[config.mk]
export PLATFORM = sky130hd
export DESIGN_NAME = rgb_to_hsv_converter
export DESIGN_NICKNAME = d
export VERILOG_FILES = /design/src/design/rgbhsv_pkg.sv /design/src/design/rgbhsv_div_pipe.sv /design/src/design/rgb_to_hsv_converter.sv
export SDC_FILE = /design/constraint.sdc
export NUM_CORES = 2
export LEC_CHECK = 0
export BUFFER_PORTS_ARGS = -buffer_cell sky130_fd_sc_hd__buf_4
export CORE_MARGIN = 1.5
export CORE_UTILIZATION = 60
export DETAILED_ROUTE_END_ITERATION = 6
export PLACE_DENSITY_LB_ADDON = 0.12
export SYNTH_ARGS = -nofsm -noshare
export SYNTH_HDL_FRONTEND = slang
export SYNTH_SLANG_ARGS = --single-unit
[constraint.sdc]
create_clock -name clk_i -period 22.9 [get_ports clk_i]
set_input_delay 1.145 -clock clk_i [delete_from_list [all_inputs] [get_ports clk_i]]
set_output_delay 1.145 -clock clk_i [all_outputs]
set_load 0.02 [all_outputs]
[src/design/rgbhsv_pkg.sv]
package rgbhsv_pkg;

  parameter int unsigned CHANNEL_BITS_DEF = 12;

  // stages ahead of the divider: compare, difference, numerator, dividend
  parameter int unsigned PRE_STAGES = 4;

  typedef enum logic [1:0] {
    SECT_RED,
    SECT_GREEN,
    SECT_BLUE
  } sector_e;

  function automatic int unsigned tdata_bits(int unsigned chan_bits);
    return ((3 * chan_bits + 7) / 8) * 8;
  endfunction

endpackage

[src/design/rgbhsv_div_pipe.sv]
module rgbhsv_div_pipe #(
  parameter int unsigned QuotBits = 12,
  parameter int unsigned DivBits  = 12
) (
  input  logic                         clk_i,
  input  logic [QuotBits-1:0]          en_i,
  input  logic [QuotBits+DivBits-1:0]  dividend_i,
  input  logic [DivBits-1:0]           divisor_i,
  output logic [QuotBits-1:0]          quotient_o
);

  logic [DivBits-1:0]  rem_q  [QuotBits];
  logic [QuotBits-1:0] low_q  [QuotBits];
  logic [QuotBits-1:0] quot_q [QuotBits];
  logic [DivBits-1:0]  div_q  [QuotBits];

  for (genvar k = 0; k < QuotBits; k++) begin : g_step
    logic [DivBits-1:0]  prev_rem;
    logic [QuotBits-1:0] prev_low;
    logic [QuotBits-1:0] prev_quot;
    logic [DivBits-1:0]  prev_div;
    logic [DivBits:0]    trial;
    logic [DivBits:0]    diff;
    logic                take;

    if (k == 0) begin : g_first
      assign prev_rem  = dividend_i[QuotBits+DivBits-1:QuotBits];
      assign prev_low  = dividend_i[QuotBits-1:0];
      assign prev_quot = '0;
      assign prev_div  = divisor_i;
    end else begin : g_next
      assign prev_rem  = rem_q[k-1];
      assign prev_low  = low_q[k-1];
      assign prev_quot = quot_q[k-1];
      assign prev_div  = div_q[k-1];
    end

    // one restoring step: shift in a dividend bit, subtract if it fits
    always_comb begin
      trial = {prev_rem, prev_low[QuotBits-1]};
      diff  = trial - {1'b0, prev_div};
      take  = (trial >= {1'b0, prev_div});
    end

    always_ff @(posedge clk_i) begin
      if (en_i[k]) begin
        rem_q[k]  <= take ? diff[DivBits-1:0] : trial[DivBits-1:0];
        low_q[k]  <= {prev_low[QuotBits-2:0], 1'b0};
        quot_q[k] <= {prev_quot[QuotBits-2:0], take};
        div_q[k]  <= prev_div;
      end
    end
  end

  assign quotient_o = quot_q[QuotBits-1];

endmodule

[src/design/rgb_to_hsv_converter.sv]
// RGB to HSV pixel converter. Each channel is unsigned fixed point of
// CHANNEL_BITS bits with all ones standing for 1.0; value is the largest
// channel, saturation the spread over value (0 for black), hue the fraction
// of a turn (0 for grey), all quotients truncated. One pixel per clock is
// taken and delivered when the output does not stall; from input to output a
// pixel passes four stages of compare and add, then a restoring divider that
// settles one quotient bit per stage. Stalls on the output back up stage by
// stage, and empty stages are filled while the output waits.
module rgb_to_hsv_converter #(
  parameter int unsigned CHANNEL_BITS = rgbhsv_pkg::CHANNEL_BITS_DEF
) (
  input  logic clk_i,
  input  logic rst_ni,
  input  logic s_axis_tvalid_i,
  output logic s_axis_tready_o,
  // red_in, green_in, blue_in, zero pad
  input  logic [rgbhsv_pkg::tdata_bits(CHANNEL_BITS)-1:0] s_axis_tdata_i,
  output logic m_axis_tvalid_o,
  input  logic m_axis_tready_i,
  // hue_out, saturation_out, value_out, zero pad
  output logic [rgbhsv_pkg::tdata_bits(CHANNEL_BITS)-1:0] m_axis_tdata_o
);
  import rgbhsv_pkg::*;

  localparam int unsigned W      = CHANNEL_BITS;
  localparam int unsigned TW     = tdata_bits(CHANNEL_BITS);
  localparam int unsigned Stages = PRE_STAGES + W;
  localparam int unsigned HW     = W + 3;
  localparam int unsigned NW     = W + 4;

  logic [Stages-1:0] valid_q;
  logic [Stages:0]   ld;

  always_comb begin
    ld[Stages] = m_axis_tready_i;
    for (int k = Stages - 1; k >= 0; k--) begin
      ld[k] = !valid_q[k] || ld[k+1];
    end
  end

  always_ff @(posedge clk_i or negedge rst_ni) begin
    if (!rst_ni) begin
      valid_q <= '0;
    end else begin
      if (ld[0]) valid_q[0] <= s_axis_tvalid_i;
      for (int k = 1; k < Stages; k++) begin
        if (ld[k]) valid_q[k] <= valid_q[k-1];
      end
    end
  end

  // stage 1: largest, smallest, dominant channel
  logic [W-1:0] red, green, blue;
  logic [W-1:0] vmax_d, vmin_d;
  sector_e      sector_d;

  assign red   = s_axis_tdata_i[W-1:0];
  assign green = s_axis_tdata_i[2*W-1:W];
  assign blue  = s_axis_tdata_i[3*W-1:2*W];

  always_comb begin
    sector_d = SECT_RED;
    vmax_d   = red;
    if (green > vmax_d) begin
      sector_d = SECT_GREEN;
      vmax_d   = green;
    end
    if (blue > vmax_d) begin
      sector_d = SECT_BLUE;
      vmax_d   = blue;
    end
    vmin_d = red;
    if (green < vmin_d) vmin_d = green;
    if (blue < vmin_d) vmin_d = blue;
  end

  logic [W-1:0] r1_q, g1_q, b1_q, vmax1_q, vmin1_q;
  sector_e      sector1_q;

  always_ff @(posedge clk_i) begin
    if (ld[0]) begin
      r1_q      <= red;
      g1_q      <= green;
      b1_q      <= blue;
      vmax1_q   <= vmax_d;
      vmin1_q   <= vmin_d;
      sector1_q <= sector_d;
    end
  end

  // stage 2: spread and signed channel difference
  logic signed [W:0] diff_d;

  always_comb begin
    case (sector1_q)
      SECT_RED:   diff_d = $signed({1'b0, g1_q}) - $signed({1'b0, b1_q});
      SECT_GREEN: diff_d = $signed({1'b0, b1_q}) - $signed({1'b0, r1_q});
      SECT_BLUE:  diff_d = $signed({1'b0, r1_q}) - $signed({1'b0, g1_q});
      default:    diff_d = '0;
    endcase
  end

  logic [W-1:0]      spread2_q, vmax2_q;
  logic signed [W:0] diff2_q;
  sector_e           sector2_q;

  always_ff @(posedge clk_i) begin
    if (ld[1]) begin
      spread2_q <= vmax1_q - vmin1_q;
      vmax2_q   <= vmax1_q;
      diff2_q   <= diff_d;
      sector2_q <= sector1_q;
    end
  end

  // stage 3: hue numerator in [0, 6 * spread) and divisors
  logic signed [NW-1:0] sp_ext, diff_ext, six_sp, num_d;

  always_comb begin
    sp_ext   = $signed({{(NW-W){1'b0}}, spread2_q});
    diff_ext = $signed({{(NW-W-1){diff2_q[W]}}, diff2_q});
    six_sp   = (sp_ext <<< 2) + (sp_ext <<< 1);
    case (sector2_q)
      SECT_RED:   num_d = diff_ext[NW-1] ? diff_ext + six_sp : diff_ext;
      SECT_GREEN: num_d = (sp_ext <<< 1) + diff_ext;
      SECT_BLUE:  num_d = (sp_ext <<< 2) + diff_ext;
      default:    num_d = '0;
    endcase
  end

  logic [HW-1:0] num3_q, hdiv3_q;
  logic [W-1:0]  spread3_q, sdiv3_q, vmax3_q;

  // zero divisor goes to one: its dividend is zero then, so the quotient is too
  always_ff @(posedge clk_i) begin
    if (ld[2]) begin
      num3_q    <= num_d[HW-1:0];
      hdiv3_q   <= (spread2_q == '0) ? HW'(1) : six_sp[HW-1:0];
      spread3_q <= spread2_q;
      sdiv3_q   <= (vmax2_q == '0) ? W'(1) : vmax2_q;
      vmax3_q   <= vmax2_q;
    end
  end

  // stage 4: dividends scaled by full scale
  logic [W+HW-1:0] hnum4_q;
  logic [2*W-1:0]  snum4_q;
  logic [HW-1:0]   hdiv4_q;
  logic [W-1:0]    sdiv4_q, vmax4_q;

  always_ff @(posedge clk_i) begin
    if (ld[3]) begin
      hnum4_q <= {num3_q, {W{1'b0}}} - {{W{1'b0}}, num3_q};
      snum4_q <= {spread3_q, {W{1'b0}}} - {{W{1'b0}}, spread3_q};
      hdiv4_q <= hdiv3_q;
      sdiv4_q <= sdiv3_q;
      vmax4_q <= vmax3_q;
    end
  end

  // divider stages
  logic [W-1:0] hue, sat;
  logic [W-1:0] vmax_pipe_q [W];

  rgbhsv_div_pipe #(
    .QuotBits (W),
    .DivBits  (HW)
  ) u_hue_div (
    .clk_i      (clk_i),
    .en_i       (ld[Stages-1:PRE_STAGES]),
    .dividend_i (hnum4_q),
    .divisor_i  (hdiv4_q),
    .quotient_o (hue)
  );

  rgbhsv_div_pipe #(
    .QuotBits (W),
    .DivBits  (W)
  ) u_sat_div (
    .clk_i      (clk_i),
    .en_i       (ld[Stages-1:PRE_STAGES]),
    .dividend_i (snum4_q),
    .divisor_i  (sdiv4_q),
    .quotient_o (sat)
  );

  always_ff @(posedge clk_i) begin
    if (ld[PRE_STAGES]) vmax_pipe_q[0] <= vmax4_q;
    for (int k = 1; k < W; k++) begin
      if (ld[PRE_STAGES+k]) vmax_pipe_q[k] <= vmax_pipe_q[k-1];
    end
  end

  assign s_axis_tready_o = ld[0];
  assign m_axis_tvalid_o = valid_q[Stages-1];
  assign m_axis_tdata_o  = TW'({vmax_pipe_q[W-1], sat, hue});

  // input stalls only when every stage is full and the output is blocked
  assert property (@(posedge clk_i) disable iff (!rst_ni)
    !s_axis_tready_o |-> (m_axis_tvalid_o && !m_axis_tready_i))
    else $error("input stalled while pipeline can advance");

  // black pixel has no saturation
  assert property (@(posedge clk_i) disable iff (!rst_ni)
    (m_axis_tvalid_o && vmax_pipe_q[W-1] == '0) |-> (sat == '0))
    else $error("nonzero saturation for zero value");

  // hue stays below a full turn
  assert property (@(posedge clk_i) disable iff (!rst_ni)
    m_axis_tvalid_o |-> (hue != {W{1'b1}}))
    else $error("hue reached full scale");

endmodule

# [Word-level counts from Yosys, hierarchy flattened]
# Memories as Yosys holds them, arrays and structs flattened.
# Cells that the tools add are included.
[word_totals] latch_bits=0 out_inout_bits=42 ff_bits=273 romBits=0 memories=9 ramBits=1344 inputBits=44
[classes] n_lt_le_gt_ge=28 n_mul=0 n_mux=56 div_mod_pow=0 reduce_logical=36 n_addsub=34 shifts=0 bitwise_logic=0 eq_ne=4
[memory_table] memory="u_hue_div.div_q" depth=12 word_bits=15 rd=11 rd_ports_with_merged_regs=0 wr=12 line="rgbhsv_div_pipe.sv:15" source="logic [DivBits-1:0] div_q [QuotBits];"
[memory_table] memory="u_hue_div.rem_q" depth=12 word_bits=15 rd=11 rd_ports_with_merged_regs=0 wr=12 line="rgbhsv_div_pipe.sv:12" source="logic [DivBits-1:0] rem_q [QuotBits];"
[memory_table] memory="u_hue_div.quot_q" depth=12 word_bits=12 rd=12 rd_ports_with_merged_regs=0 wr=12 line="rgbhsv_div_pipe.sv:14" source="logic [QuotBits-1:0] quot_q [QuotBits];"
[memory_table] memory="u_sat_div.div_q" depth=12 word_bits=12 rd=11 rd_ports_with_merged_regs=0 wr=12 line="rgbhsv_div_pipe.sv:15"
[memory_table] memory="u_sat_div.quot_q" depth=12 word_bits=12 rd=12 rd_ports_with_merged_regs=0 wr=12 line="rgbhsv_div_pipe.sv:14"
[memory_table] memory="u_sat_div.rem_q" depth=12 word_bits=12 rd=11 rd_ports_with_merged_regs=0 wr=12 line="rgbhsv_div_pipe.sv:12"
[memory_table] memory="+3 memories"
[op_table] operator="15-bit two-way mux" n=13
[op_table] operator="16-bit by 15-bit greater-or-equal comparator with 1-bit output" n=12
[op_table] operator="12-bit two-way mux" n=16
[op_table] operator="15-bit subtractor" n=12
[op_table] operator="13-bit by 12-bit greater-or-equal comparator with 1-bit output" n=12
[op_table] operator="12-bit subtractor" n=13
[op_table] operator="15-bit case mux with 3 select lines" n=1
[op_table] operator="13-bit case mux with 3 select lines" n=1
[op_table] operator="12-bit by 12-bit subtractor with 13-bit output" n=3
[op_table] operator="14-bit by 13-bit adder with 15-bit output" n=2
[op_table] operator="27-bit by 15-bit subtractor with 27-bit output" n=1
[op_table] operator="1-bit two-way mux" n=25
[op_table] operator="12-bit > comparator" n=2
[op_table] operator="12-bit logical NOT" n=2
[op_table] operator="12-bit less-than comparator" n=2
[op_table] operator="24-bit by 12-bit subtractor with 24-bit output" n=1
[op_table] operator="1-bit logical NOT" n=16
[op_table] operator="1-bit logical OR" n=16
[op_table] operator="13-bit by 15-bit adder with 15-bit output" n=1
[op_table] operator="15-bit by 13-bit adder with 15-bit output" n=1
[op_table] operator="2-bit by 1-bit equality test with 1-bit output, second input constant" n=2
[op_table] operator="2-bit equality test, second input constant" n=2
[op_table] operator="2-bit logical NOT" n=2

# [Depth between registers and ports, before layout]
[logic_depth] depth_word=17 depth_mapped=18 depth_no_buf=16

# [Cells and area by module]
# A second synthesis with hierarchy kept.
[hier_totals] hier_cells=5138 area_unflattened_um2=65907.0
[modules_own_cells] mod="rgbhsv_div_pipe (u_hue_div)" area_per_inst_um2=25150.4 instances=1 cells_each=2079
[modules_own_cells] mod="rgbhsv_div_pipe (u_sat_div)" area_per_inst_um2=20663.6 instances=1 cells_each=1562
[modules_own_cells] mod="rgb_to_hsv_converter" area_per_inst_um2=20093.0 instances=1 cells_each=1497

# [Worst setup path before layout]
# Ideal clock, no wire load.
[synth_timing] kind="input port to output port" from="input port m_axis_tready_i" to="output port s_axis_tready_o" stages=8 n_path_buf=0 arrival_time_ns=8.599 setup_slack_ns=13.156 cell_sequence="nand2b_1 > nor2_1 > inv_1 > nor2_1 > nand2_1 > nor3_1 > and3_1 > nand3_1"
[synth_via] elab_chain_len=16
[synth_rtl] element="start, declared" line="rgb_to_hsv_converter.sv:19" source="input logic m_axis_tready_i,"
[synth_rtl] element="1-bit logical OR (2 in series)" line="rgb_to_hsv_converter.sv:37" source="ld[k] = !valid_q[k] || ld[k+1];"
[synth_rtl] element="named net ld[14]" line="rgb_to_hsv_converter.sv:32" source="logic [Stages:0] ld;"
[synth_rtl] element="1-bit logical OR (4 in series)" line="rgb_to_hsv_converter.sv:37"
[synth_rtl] element="named net ld[10]" line="rgb_to_hsv_converter.sv:32"
[synth_rtl] element="1-bit logical OR (10 in series)" line="rgb_to_hsv_converter.sv:37"
[synth_rtl] element="end, declared" line="rgb_to_hsv_converter.sv:15" source="output logic s_axis_tready_o,"
# The timed path passes the listed nets, and every way through them passes these cells.

# [Worst setup path after layout]
[layout_timing] from="input port s_axis_tdata_i[9] in the netlist's numbering" to="register vmin1_q[3] (data pin)"
[layout_via] elab_chain_len=4
[layout_rtl] element="start, declared" line="rgb_to_hsv_converter.sv:17" source="input logic [rgbhsv_pkg::tdata_bits(CHANNEL_BITS)-1:0] s_axis_tdata_i,"
[layout_rtl] element="12-bit less-than comparator" line="rgb_to_hsv_converter.sv:73" source="if (green < vmin_d) vmin_d = green;"
[layout_rtl] element="12-bit two-way mux (*)" line="rgb_to_hsv_converter.sv:73"
[layout_rtl] element="12-bit less-than comparator" line="rgb_to_hsv_converter.sv:74" source="if (blue < vmin_d) vmin_d = blue;"
[layout_rtl] element="12-bit two-way mux (*)" line="rgb_to_hsv_converter.sv:74"
[layout_rtl] element="named net vmin_d[3]" line="rgb_to_hsv_converter.sv:54" source="logic [W-1:0] vmax_d, vmin_d;"
[layout_rtl] element="end signal, assigned" line="rgb_to_hsv_converter.sv:86" source="vmin1_q <= vmin_d;"
[layout_rtl] element="end, declared" line="rgb_to_hsv_converter.sv:77" source="logic [W-1:0] r1_q, g1_q, b1_q, vmax1_q, vmin1_q;"
# The timed path passes the listed nets; every way through them passes the cells marked *.
# A chain may end at the register's enable or synchronous reset.

==> impl_metrics.tcl <==
set metrics [dict create \
    run_status "finished, final reports clean" \
    detail_route.first_pass.iterations 6 \
    drt_first_iter_violations 2359 \
    ys_async_sr_fraction_pct 1.232 \
    die-area_sq_um 110500 \
    grt_pass1_wl_microns 186900 \
    layout.cells.most_common "edfxtp_1" \
    via_count_of_the_first_global_routing_pass 37670 \
    critical_path.n_buffers_inverters 2 \
    final_min_period_over_clock_period_pct 25.36 \
    yosysWarnings 0 \
    layout.nets 5729 \
    cp.required_ps 23410 \
    worst_ep_arrival_time_ps 6320 \
    worst_r2r_path_depth 9 \
    endpoint_kind "flip-flop" \
    initial_core_util_pct 60.67 \
    final_period_minus_worst_setup_slack_ps 5807 \
    dieWidth_microns 332.5 \
    synth_seq_cells 1299 \
    synth_ff_type "edfxtp_1" \
    grt_setup_unrepaired "false" \
    post_cts.repair.setup_buffers 0 \
    synthesis.area_sq_um 65130 \
    cp_slowest_stage_delay_ps 800 \
    syn-instance-count 5041 \
    post_route_drc_violation_count 0 \
    dp_worst_setup_slack_ps 16420 \
    grt_max_degree 92 \
    fmaxAchievable_mhz 172.2 \
    worst_setup_path_start_kind "input pin" \
    buffer_ports.inserted 77 \
    antennaDiodeCount 0 \
    core.rowCount 120 \
    regToRegEndpoint "u_hue_div.div_q[0][9]$_DFFE_PP_" \
    timing.final.ws_setup_ps 17090 \
    worst_path_max_delay_cell "nand4_1" \
    number_of_antenna_violations_at_the_first_check_in_global_routing 0 \
    r2r_slack_ps 18310 \
    cts_tree "built" \
    vias 37733 \
    gpl.final_weighted_congestion 0.8813 \
    regToRegStartpoint "valid_q[15]$_DFFE_PN0P_" \
    floorplan.die.height_microns 332.5 \
    wirelength_microns 115200 \
    yosysSeqAreaShare_pct 59.77 \
    number_of_hold_slack_violations_in_the_final_timing_report 0 \
    antenna_violating_nets_post_route 0 \
    final_cell_mix "edfxtp_1 (1,283), inv_1 (557), ha_1 (466), nor2_1 (256), nand2_1 (238)" \
    critical_path_peak_fanout 14 \
    max_slew.worst_pin.slew_ps 1170 \
    timing.setup.critical_path_class "in2reg" \
    final.setup.tns_ps 0 \
    globalRouteTotalUtil_pct 20.89 \
    cts_sinks 1299 \
    max_cap_viol_count 0 \
    timing.slew.headroom_pct 22.00 \
    edff_count_synth 1283 \
    design.core.area_sq_um 107400 \
    tritoncts.num_buffers 136 \
    vias_per_cell 5.631 \
    global_route.overflow_total 0 \
    clock_latency_on_the_worst_skew_pair_ps 720 \
    finClkSkew_ps 18.36 \
    wire_per_inst_microns 17.19 \
    share_of_final_layout_standard_cells_stronger_than_drive_strength_1_pct 9.324 \
    synthToLayoutAreaGrowth_pct 10.04 \
    h-tree-depth 4 \
    finalSetupViolCount 0 \
    timing.hold.ws_ps 301.8 \
    cts.path.max_buffers 3 \
    place_hpwl_microns 85560 \
    hold_path_class "in2async" \
    clockRootBuffer "clkbuf_16" \
    yosys.cell_types.count 83 \
    cts_hold_buffers 0 \
    report.final.slew_viol_count 0 \
    cpLargestDelayFamily "compound AO/OA/AOI/OAI gates" \
    cts_resized 0 \
    design.portCount 86 \
    path_clk_slew_ps 60 \
    synthesis.area_per_instance_sq_um 12.92 \
    crit_path_cell_trace "buf_4 -> inv_1 -> ha_1 -> a21oi_1 -> nor2b_1 -> o21ai_0 -> nand4_1 -> mux2i_1 -> ha_1 -> a21o_1 -> a2111oi_0 -> o21bai_1 -> a21o_1 -> a221oi_1 -> o21a_1 -> mux2i_1" \
]
==> cell families after synthesis <==
kind of cell | count (synthesis) | synth area share, %
compound gates | 1061 | 10.80
buf+inv | 655 | 4.086
flops | 1299 | 59.77
other cells | 1 | 0.005758
mux | 237 | 4.069
fa+ha+maj | 496 | 9.875
xor+xnor | 273 | 3.671
simple gates | 1019 | 7.725
==> state kept, by name (all words and copies together), names as in the netlist, 66 cells and up <==
signal	flops
u_hue_div.div_q	165
u_sat_div.div_q	132
u_sat_div.rem_q	132
u_hue_div.low_q	66
u_hue_div.rem_q	165
u_sat_div.low_q	66
u_sat_div.quot_q	78
u_hue_div.quot_q	78
vmax_pipe_q	144
==> synth_stat cells (all sizes together), types with 78 or more instances <==
master | count | area [sq um]
o21a | 125 | 938.4
mux2 | 147 | 1749
nor3 | 99 | 495.5
nor2 | 256 | 960.9
a21o | 104 | 780.8
xnor2 | 179 | 1568
mux2i | 90 | 900.9
ha | 466 | 5831
xor2 | 94 | 823.3
inv | 563 | 2113
o21ai | 241 | 1206
nand2b | 78 | 488.0
nor2b | 88 | 588.1
edfxtp | 1283 | 38530
nand2 | 243 | 912.1
a21oi | 225 | 1126
==> worst max path at each step <==
stage / depth (start not counted) / slack, ps / start / endpoint
detailed placement: 16 / 16420 / s_axis_tdata_i[9] / vmin1_q[3]$_DFFE_PP_
finish: 16 / 17090 / s_axis_tdata_i[9] / vmin1_q[3]$_DFFE_PP_
global placement: 16 / 16350 / s_axis_tdata_i[9] / vmin1_q[3]$_DFFE_PP_
CTS: 11 / 17010 / m_axis_tready_i / s_axis_tready_o
floorplan: 8 / 13160 / m_axis_tready_i / s_axis_tready_o
global route: 11 / 16870 / m_axis_tready_i / s_axis_tready_o
==> routing by layer <==
| metal | global-route usage [%] | part of all wire, % | up-vias |
|---|---|---|---|
| met4 | 7.476 | 2.9 | 0 |
| met3 | 2.956 | 3.3 | 227 |
| li1 | - | - | 18954 |
| met2 | 37.99 | 51 | 666 |
| met5 | 0 | 0 | - |
| met1 | 25.24 | 43 | 17886 |
==> per-stage QoR <==
step           cells  instance area, sq um  utilization (%)
2_1_floorplan   5044                 65140                -
3_3_place_gp    6454                 67210            62.60
3_5_place_dp    6454                 67210            62.60
4_1_cts         6701                 71670            66.76
5_1_grt         6701                 71670            66.76
6_report        6701                 71670            66.76
==> area by class of cell <==
class                      count  area, sq um
clock buffer                 163         3590
clock inverter                84        870.8
fill                        7739        35680
inverter                     564         2125
multi-input combinational   3090        23670
sequential                  1299        38930
tap                         1403         1755
timing repair buffer          98        735.7
Power is left out: the tool's default activity adds up to more than one toggle a clock period on the data nets, which glitch-free logic cannot reach.
